--- config.mk ---
export PLATFORM = sky130hd
export DESIGN_NAME = drpw_ram
export DESIGN_NICKNAME = d
export VERILOG_FILES = /design/src/drpw_ram.sv
export SDC_FILE = /design/constraint.sdc
export NUM_CORES = 1
export LEC_CHECK = 0
export BUFFER_PORTS_ARGS = -buffer_cell sky130_fd_sc_hd__buf_2
export CAP_MARGIN = 20
export CORE_MARGIN = 1.5
export CORE_UTILIZATION = 50
export CTS_CLUSTER_DIAMETER = 40
export CTS_CLUSTER_SIZE = 16
export DETAILED_ROUTE_END_ITERATION = 12
export GPL_ROUTABILITY_DRIVEN = 0
export PLACE_DENSITY = 0.64
export SYNTH_ARGS = -nofsm -noshare
export SYNTH_HDL_FRONTEND = slang
export SYNTH_SLANG_ARGS = --single-unit
--- constraint.sdc ---
create_clock -name aclk -period 2.8 [get_ports aclk]
set_input_delay 0.56 -clock aclk [delete_from_list [all_inputs] [get_ports aclk]]
set_output_delay 0.56 -clock aclk [all_outputs]
set_load 0.03 [all_outputs]
--- src/drpw_ram.sv ---
// Generic single-write, single-read RAM with registered read data.
`timescale 1ns / 1ps
module drpw_ram #(
    parameter int WIDTH = 8,
    parameter int DEPTH = 64
) (
    input  logic                     aclk,
    input  logic                     we,
    input  logic [$clog2(DEPTH)-1:0] waddr,
    input  logic [WIDTH-1:0]         wdata,
    input  logic [$clog2(DEPTH)-1:0] raddr,
    output logic [WIDTH-1:0]         rdata
);
    logic [WIDTH-1:0] mem [DEPTH];

    always_ff @(posedge aclk) begin
        if (we) begin
            mem[waddr] <= wdata;
        end
        rdata <= mem[raddr];
    end
endmodule

==> results of run 1 <==
where the power goes:
| group | switching (uW) | total (uW) | leakage [uW] | internal [uW] |
|---|---|---|---|---|
| sequential | 29.8 | 8640 | 0.00467 | 8610 |
| combinational | 525 | 872 | 0.00208 | 347 |
| clock | 3320 | 7510 | 0.000955 | 4190 |
| total | 3870 | 17000 | 0.00770 | 13100 |
logic make-up (layout without fill, tap and decap cells):
group | Yosys count | after routing
buf+inv | 51 | 261
other cells | 0 | 2
simple gates | 153 | 153
compound gates | 54 | 54
mux | 162 | 162
flops | 520 | 520
worst paths after layout:
| check | from | endpoint | slack, ns | cells past startpoint |
|---|---|---|---|---|
| setup reg to reg | mem[3][5] | rdata[5] | 0.60 | 5 |
| hold / removal | wdata[1] | mem[4][1] | 0.25 | 1 |
| hold reg to reg | mem[26][6] | rdata[6] | 0.83 | 3 |
| setup / recovery | raddr[1] | rdata[5] | 0.50 | 7 |
flip-flops by register name, indices dropped and copies added (netlist names):
signal  flops
rdata       8
mem       512
stage by stage:
step	setup TNS, ns	power, uW
after floorplan	0	9280
after CTS	0	17100
after global placement	-0.0861	9680
after global routing	0	17500
after detailed placement	-0.0779	9690
final	0	17000
cells in the final DEF (no fill, tap or decap), types with 3 or more instances in the layout:
master      netlist  layout
clkinv_8          0       4
nand3b_1          3       3
clkbuf_16         0      60
inv_6             0      12
nor2b_1          14      14
a211oi_1          4       4
clkinv_2          0       8
o2111ai_1         3       3
mux4_2          126     126
clkinv_1          0       7
inv_8             0       6
nand3_1          13      13
clkbuf_8          0       3
o22ai_1           8       8
o221ai_1          8       8
edfxtp_1        512     512
a21oi_1           3       3
a221oi_1          6       6
clkinvlp_4        0       4
o2bb2ai_1         3       3
mux2i_1          23      23
a22oi_1           3       3
nor2_1           83      83
nand2b_1          7       7
dfxtp_1           8       8
clkinv_4          0       6
nand2_1          19      19
buf_2            11      26
buf_12            2      11
mux2_2           13      13
buf_4            13     112
nor3_1            7       7
worst register-to-register path: stages (launching register included):
cell and delay [ns]:
edfxtp_1 0.35, mux4_2 0.50, nor2b_1 0.16, a2111oi_0 0.75
buf_4 0.25, o41ai_1 0.07
final cells by class:
class | instances | area (um^2) | share of cell area, %
diodes | 2 | 5.00 | 0.0211
repair buffers | 150 | 1200 | 5.09
clock buffers | 63 | 1530 | 6.48
well taps | 525 | 657 | 2.78
flip-flops and latches | 520 | 15500 | 65.6
clock inverters | 48 | 417 | 1.76
multi-input cells | 369 | 4320 | 18.2
per-layer routing:
layer | vias up | GRT usage, %
li1 | 4265 | -
met1 | 5184 | 32.8
met2 | 327 | 33.9
met3 | 66 | 4.00
met4 | 0 | 7.51
met5 | - | 0
==> results.py, run 1 <==
metrics = {
    "setup_path": {
        "slowest_stage": "a2111oi_0",
        "arrival_ns": 2.78,
        "path_max_fanout": 33,
        "crit_top_cell": "buf_4",
        "timing.critical_path.buf_inv": 3,
        "critPathMaxStageDelay_ns": 0.75,
        "cp-end-kind": "register",
        "path_class": "input pin to register",
        "path_delay_family": "buffers and inverters",
        "start_kind": "input pin",
        "required_ns": 3.28,
        "cp_cell_sequence": "buf_4 -> buf_12 -> mux4_2 -> nor2b_1 -> a2111oi_0 -> buf_4 -> o41ai_1",
    },
    "timing": {
        "slew_headroom_pct": 43.8,
        "fin_crit_ns": 2.30,
        "rsz0062_at_grt": "no",
        "max_freq_mhz": 435,
        "worst_pin_slew_ns": 0.822,
        "slew_violations": 0,
        "hold_ws_ns": 0.250,
        "setup_violations": 0,
        "hold_viol_final": 0,
        "fin_crit_sh_pct": 82.2,
        "layout_setup_ws_ns": 0.500,
        "clock_skew_ns": 0.0126,
    },
    "cells_and_area": {
        "post-route-util_pct": 59.6,
        "syn_to_final_growth_pct": 17.4,
        "fillerInstances": 2822,
        "final_nets": 1122,
        "drive_gt1_share_pct": 34.3,
        "final_cells": 1677,
        "stdcell_area_um2": 23700,
    },
    "clock_network": {
        "cts_buffers": 59,
        "clock-sinks": 520,
        "cts_tree": "yes",
        "cts_buffer_depth": 3,
        "cts_resized": 0,
        "path_clk_slew_ns": 0.06,
        "clk_latency_ns": 0.60,
        "cts_root_buffer": "clkbuf_16",
        "cts_setup_buffers": 0,
        "htreeDepth": 2,
        "cts_hold_buf": 0,
    },
    "drt": {
        "drt_wl_total_um": 44600,
        "wl_per_cell_um": 26.6,
        "wl_met3_um": 2900,
        "ant_nets": 0,
        "vias": 9842,
        "drtIter0Drc": 848,
        "routed.top_layer": "met4",
        "detail_route.first_pass.iterations": 5,
        "drcViolationCount": 0,
        "vias_per_cell": 5.87,
        "wl_met1_um": 19600,
        "route.met2.wl_um": 21000,
    },
    "synthesis": {
        "postSynthCellCount": 940,
        "synth_top_cell_area_share_pct": 76.2,
        "muxShareOfSynthArea_pct": 15.9,
        "synth_top_cell_by_area": "edfxtp_1",
        "netlist_top_cells_area": "edfxtp_1 76%, mux4_2 14%, nor2_1 1.5%",
        "synth-adder-area-share_pct": 0,
        "ys_seq_elements": 520,
        "synth_flop_cell": "edfxtp_1",
        "synth_compound_area_share_pct": 2.07,
        "syn_nets": 962,
        "syn_avg_cell_area_um2": 21.5,
        "asyncSetResetFlopFracSynth_pct": 0,
        "synth_area_um2": 20200,
        "post-synth-top-count-cell": "edfxtp_1",
        "synth_seq_area_share_pct": 77.0,
        "yosysUniqueCellTypes": 40,
        "ys.warnings.count": 0,
        "synth_edf_count": 512,
        "synth_top_family_by_area": "multiplexers",
        "synth-simple-area-share_pct": 3.39,
        "synthXorXnorAreaFrac_pct": 0,
        "synth_common_cells": "512 x edfxtp_1, 126 x mux4_2, 83 x nor2_1, 23 x mux2i_1, 19 x nand2_1",
    },
    "floorplan": {
        "ioPinCount": 30,
        "die_x_um": 204,
        "dieArea_um2": 41500,
        "initial_utilization_pct": 50.8,
        "core_region_area_um2": 39700,
        "fp.dieH_um": 204,
        "num_rows": 73,
    },
    "power": {
        "power.leakage_uw": 0.00770,
        "power_density_nw_per_um2": 719,
        "peakVddDrop_uv": 774,
    },
    "global_routing": {
        "first_global_vias": 9922,
        "antenna_found_initial": 2,
        "grt_pass1_wl_um": 65800,
        "overflow": 0,
        "grt_max_degree": 65,
        "grtUsageTotal_pct": 22.3,
    },
    "status": {
        "status": "finished clean",
    },
    "min_path": {
        "hp-class": "input pin to register",
    },
    "placed_design": {
        "hpwl_um": 28200,
        "pre_cts_ws_ns": -0.0779,
        "dp.cells": 1564,
        "io_buffers": 29,
        "placed_area_um2": 21700,
    },
    "run": {
        "drv_cap": 0,
    },
}
Note: power is estimated with default switching activity, not from simulation.
==> inputs of run 2 (changes only) <==
--- a/config.mk
+++ b/config.mk
@@ -13,7 +13,7 @@
 export CTS_CLUSTER_SIZE = 16
 export DETAILED_ROUTE_END_ITERATION = 12
 export GPL_ROUTABILITY_DRIVEN = 0
-export PLACE_DENSITY = 0.64
+export PLACE_DENSITY = 0.66
 export SYNTH_ARGS = -nofsm -noshare
 export SYNTH_HDL_FRONTEND = slang
 export SYNTH_SLANG_ARGS = --single-unit
==> constraint.sdc (replaced) <==
create_clock -name aclk -period 1.9 [get_ports aclk]
set_input_delay 0.38 -clock aclk [delete_from_list [all_inputs] [get_ports aclk]]
set_output_delay 0.38 -clock aclk [all_outputs]
set_load 0.03 [all_outputs]
==> results.py, run 2 (same netlist as run 1, synthesis figures left out) <==
metrics = {
    "cells_and_area": {
        "top_register": "mem",
        "reg_top3": "mem: 512 flops, rdata: 8 flops",
        "final_nets": 1185,
        "final_common_cell": "edfxtp_1",
        "final_cells": 1738,
        "post-route-util_pct": 61.4,
        "syn_to_final_growth_pct": 20.9,
        "layout_common_cells": "512 x edfxtp_1, 170 x buf_4, 126 x mux4_2, 81 x nor2_1, 59 x clkbuf_16",
        "drive_gt1_share_pct": 38.3,
        "fillerInstances": 2754,
        "final-seq-area_um2": 15500,
        "largest_reg_flops": 512,
        "multi_input_area_um2": 4390,
    },
    "power": {
        "p_comb_share_pct": 5.5,
        "clockPowerShare_pct": 44.8,
        "p_sw_uw": 5690,
        "p_int_uw": 20000,
        "peakVddDrop_uv": 661,
        "seqPwrFrac_pct": 49.6,
        "power.leakage_uw": 0.00809,
        "power_density_nw_per_um2": 1050,
        "p_sw_share_pct": 22.2,
    },
    "drt": {
        "ant_nets": 0,
        "detail_route.first_pass.iterations": 5,
        "vias": 10100,
        "wl_per_cell_um": 26.1,
        "drcViolationCount": 0,
        "drtIter0Drc": 1042,
        "drt_wl_total_um": 45300,
        "vias_per_cell": 5.84,
    },
    "clock_network": {
        "htreeDepth": 2,
        "cts_hold_buf": 0,
        "cts_root_buffer": "clkbuf_16",
        "clock-sinks": 520,
        "path_clk_slew_ns": 0.06,
        "cts_setup_buffers": 0,
        "cts_buffer_depth": 3,
        "clk_latency_ns": 0.61,
        "cts_tree": "yes",
        "cts_buffers": 57,
    },
    "placed_design": {
        "dp.cells": 1626,
        "hpwl_um": 28600,
        "io_buffers": 29,
    },
    "timing": {
        "fin_crit_sh_pct": 98.3,
        "max_freq_mhz": 535,
        "worst_pin_slew_ns": 0.740,
        "hold_viol_final": 0,
        "slew_headroom_pct": 50.6,
        "rsz0062_at_grt": "yes",
        "clock_skew_ns": 0.0194,
        "slew_violations": 0,
        "fin_crit_ns": 1.87,
        "setup_violations": 0,
    },
    "setup_path": {
        "path_class": "register to register",
        "path_max_fanout": 1,
        "reg2regPathDepth": 5,
        "cp-end-kind": "register",
        "arrival_ns": 2.36,
        "start_kind": "register",
        "required_ns": 2.39,
    },
    "global_routing": {
        "grt_max_degree": 65,
        "first_global_vias": 10400,
        "overflow": 0,
        "grt_pass1_wl_um": 67700,
        "grtUsageTotal_pct": 22.8,
        "antenna_found_initial": 3,
    },
    "floorplan": {
        "fp.dieH_um": 204,
        "num_rows": 73,
        "dieArea_um2": 41500,
        "core_region_area_um2": 39700,
        "initial_utilization_pct": 50.8,
        "die_x_um": 204,
        "ioPinCount": 30,
    },
    "run": {
        "drv_cap": 0,
    },
    "min_path": {
        "hp-class": "input pin to register",
        "hold_depth": 3,
    },
    "status": {
        "status": "finished clean",
    },
}
run 2: area by class of cell:
class | count | share of cell area (%)
clock buffer | 60 | 6.07
tap | 525 | 2.69
multi-input combinational | 369 | 18.0
antenna | 1 | 0.0103
sequential | 520 | 63.7
clock inverter | 48 | 2.21
timing repair buffer | 215 | 7.30
run 2: power by group through the flow:
stage / combinational (uW) / sequential (uW) / clock (uW)
detailed placement: 1390 / 13000 / 0
CTS: 1400 / 12700 / 11700
finish: 1420 / 12700 / 11500
floorplan: 688 / 13000 / 0
global placement: 1360 / 13000 / 0
global route: 1510 / 12700 / 12100
run 2: per-stage QoR:
| stage | hold slack [ns] | TNS (ns) | total power [uW] | setup WS (ns) | cell area [um^2] |
|---|---|---|---|---|---|
| after floorplan | 0.479 | -0.0951 | 13700 | -0.0285 | 20200 |
| after global placement | 0.753 | -3.63 | 14300 | -0.551 | 22200 |
| after detailed placement | 0.760 | -3.72 | 14400 | -0.576 | 22200 |
| after CTS | 0.125 | 0 | 25800 | 0.00438 | 24300 |
| after global routing | 0.152 | -0.0228 | 26400 | -0.0228 | 24400 |
| final | 0.164 | 0 | 25700 | 0.0322 | 24400 |
run 2: critical path: stages, from the launching register on:
cell       delay, ns
edfxtp_1        0.38
mux4_2          0.50
mux4_2          0.54
nor2_2          0.14
nor3_2          0.06
o2bb2ai_1       0.14
run 2: per-layer routing:
layer	vias up	global-route usage (%)	share of wire (%)
met4	4	7.49	2.8
met2	381	35.3	48
li1	4392	-	-
met3	74	4.48	6.9
met1	5291	33.1	43
met5	-	0	0.062
run 2: final timing paths:
kind	endpoint	slack (ns)	from
min reg2reg	rdata[4]	0.84	mem[31][4]
min	rdata[2]	0.16	raddr[5]
max reg2reg	rdata[1]	0.03	mem[6][1]
max	rdata[1]	0.03	mem[6][1]
run 2: timing repair:
action | CTS | global route
endpoints found under the setup margin | 2 | 7
gates resized for setup | 4 | 12
pin swaps | 0 | 4
gates cloned | 0 | 0
==> inputs of run 3 (changes only) <==
==> constraint.sdc (replaced) <==
create_clock -name aclk -period 1.9 [get_ports aclk]
set_input_delay 0.095 -clock aclk [delete_from_list [all_inputs] [get_ports aclk]]
set_output_delay 0.095 -clock aclk [all_outputs]
set_load 0.03 [all_outputs]
==> results.py, run 3 (same netlist as run 1, synthesis figures left out) <==
metrics = {
    "clock_network": {
        "htreeDepth": 3,
        "clock-sinks": 520,
        "cts_tree": "yes",
        "cts_buffers": 66,
        "cts_setup_buffers": 0,
        "clk_latency_ns": 0.59,
        "path_clk_slew_ns": 0.06,
        "cts_root_buffer": "clkbuf_16",
        "cts_buffer_depth": 3,
    },
    "drt": {
        "vias": 10000,
        "drcViolationCount": 0,
        "detail_route.first_pass.iterations": 5,
        "wl_per_cell_um": 26.5,
        "ant_nets": 0,
        "drtIter0Drc": 994,
        "drt_wl_total_um": 45200,
        "vias_per_cell": 5.87,
    },
    "setup_path": {
        "timing.critical_path.buf_inv": 0,
        "cp_cell_sequence": "mux4_2 -> mux2_2 -> a221oi_2 -> o2bb2ai_1",
        "path_delay_family": "multiplexers",
        "path_class": "register to register",
        "start_kind": "register",
        "cp-end-kind": "register",
        "critPathMaxStageDelay_ns": 0.49,
        "slowest_stage": "mux4_2",
        "arrival_ns": 2.35,
        "required_ns": 2.35,
        "path_max_fanout": 1,
    },
    "status": {
        "status": "finished, violations left",
        "violations": "negative setup slack",
    },
    "power": {
        "peakVddDrop_uv": 806,
        "p_total_uw": 26600,
        "power.leakage_uw": 0.00794,
        "power_density_nw_per_um2": 1100,
    },
    "cells_and_area": {
        "final_nets": 1150,
        "largest_reg_flops": 512,
        "drive_gt1_share_pct": 36.2,
        "top_register": "mem",
        "final_common_cell": "edfxtp_1",
        "layout_common_cells": "512 x edfxtp_1, 126 x mux4_2, 126 x buf_4, 83 x nor2_1, 68 x clkbuf_16",
        "reg_top3": "mem: 512 flops, rdata: 8 flops",
        "final_cells": 1707,
        "fillerInstances": 2777,
        "syn_to_final_growth_pct": 20.2,
        "stdcell_area_um2": 24200,
    },
    "floorplan": {
        "initial_utilization_pct": 50.8,
        "die_x_um": 204,
        "dieArea_um2": 41500,
        "core_region_area_um2": 39700,
        "ioPinCount": 30,
        "fp.dieH_um": 204,
        "num_rows": 73,
    },
    "timing": {
        "fin_crit_sh_pct": 100,
        "hold_viol_final": 0,
        "max_freq_mhz": 526,
        "worst_pin_slew_ns": 0.724,
        "layout_setup_ws_ns": -0.00154,
        "fin_crit_ns": 1.90,
        "setup_violations": 1,
        "slew_headroom_pct": 51.7,
        "clock_skew_ns": 0.0316,
        "rsz0062_at_grt": "no",
        "slew_violations": 0,
    },
    "global_routing": {
        "grtUsageTotal_pct": 22.8,
        "first_global_vias": 10300,
        "overflow": 0,
        "grt_max_degree": 65,
        "antenna_found_initial": 4,
        "grt_pass1_wl_um": 67500,
    },
    "placed_design": {
        "dp.cells": 1582,
        "hpwl_um": 28700,
        "pre_cts_ws_ns": -0.737,
        "placed_area_um2": 21900,
        "io_buffers": 29,
    },
    "min_path": {
        "hp-class": "input pin to register",
    },
    "run": {
        "drv_cap": 0,
    },
}
[run 3: cell count changes in the layout (fill, tap and decap cells not counted), sizes merged]
cell | previous run | this run
buf | 214 | 167
clkbuf | 61 | 74
clkinv | 23 | 20
clkinvlp | 3 | 11
dlygate4sd3 | 0 | 3
inv | 16 | 11
[run 3: metal layers]
metal / part of all wire (%) / up-vias / wire [um] / global-route usage [%]
met5: 0.078 / - / 35 / 0
met4: 2.7 / 6 / 1220 / 7.28
met3: 7.7 / 86 / 3470 / 5.39
met2: 48 / 389 / 21500 / 35.3
met1: 42 / 5221 / 18900 / 32.4
li1: - / 4322 / - / -
[run 3: power by group]
group	leakage (uW)	internal (uW)	switching [uW]	total, uW
Combinational	0.00220	554	783	1340
Sequential	0.00467	12700	43.4	12700
Clock	0.00107	7520	4990	12500
[run 3: area by class of cell]
class	instances	area, um^2	area share [%]
clock inverter	48	532	2.19
sequential	520	15500	64.1
multi-input combinational	369	4370	18.0
clock buffer	73	1720	7.10
timing repair buffer	171	1420	5.86
tap	525	657	2.71
antenna	1	2.50	0.0103
[run 3: repair_timing]
item / CTS / global route
resized for setup: 11 / 0
setup endpoints to repair: 8 / 1
hold buffers: 3 / 0
pin swaps: 0 / 1
cloned: 0 / 0
endpoints found under the hold margin: 26 / 0
[run 3: path summary, 6_finish.rpt]
check / start / to / slack, ns / cells past startpoint
worst max-delay path: mem[47][0] / rdata[0] / -0.002 / 4
worst min-delay path: wdata[3] / mem[18][3] / 0.03 / 2
worst max register to register: mem[47][0] / rdata[0] / -0.002 / 4
worst min register to register: mem[30][6] / rdata[6] / 0.81 / 3
[run 3: through the flow]
stage          hold WS (ns)  utilization [%]  setup TNS (ns)
5_1_grt              0.0202             61.0               0
3_5_place_dp          0.495             55.1           -2.18
6_report             0.0332             61.0        -0.00154
4_1_cts             0.00721             61.0               0
3_3_place_gp          0.485             55.1           -2.18
2_1_floorplan         0.194                -               0
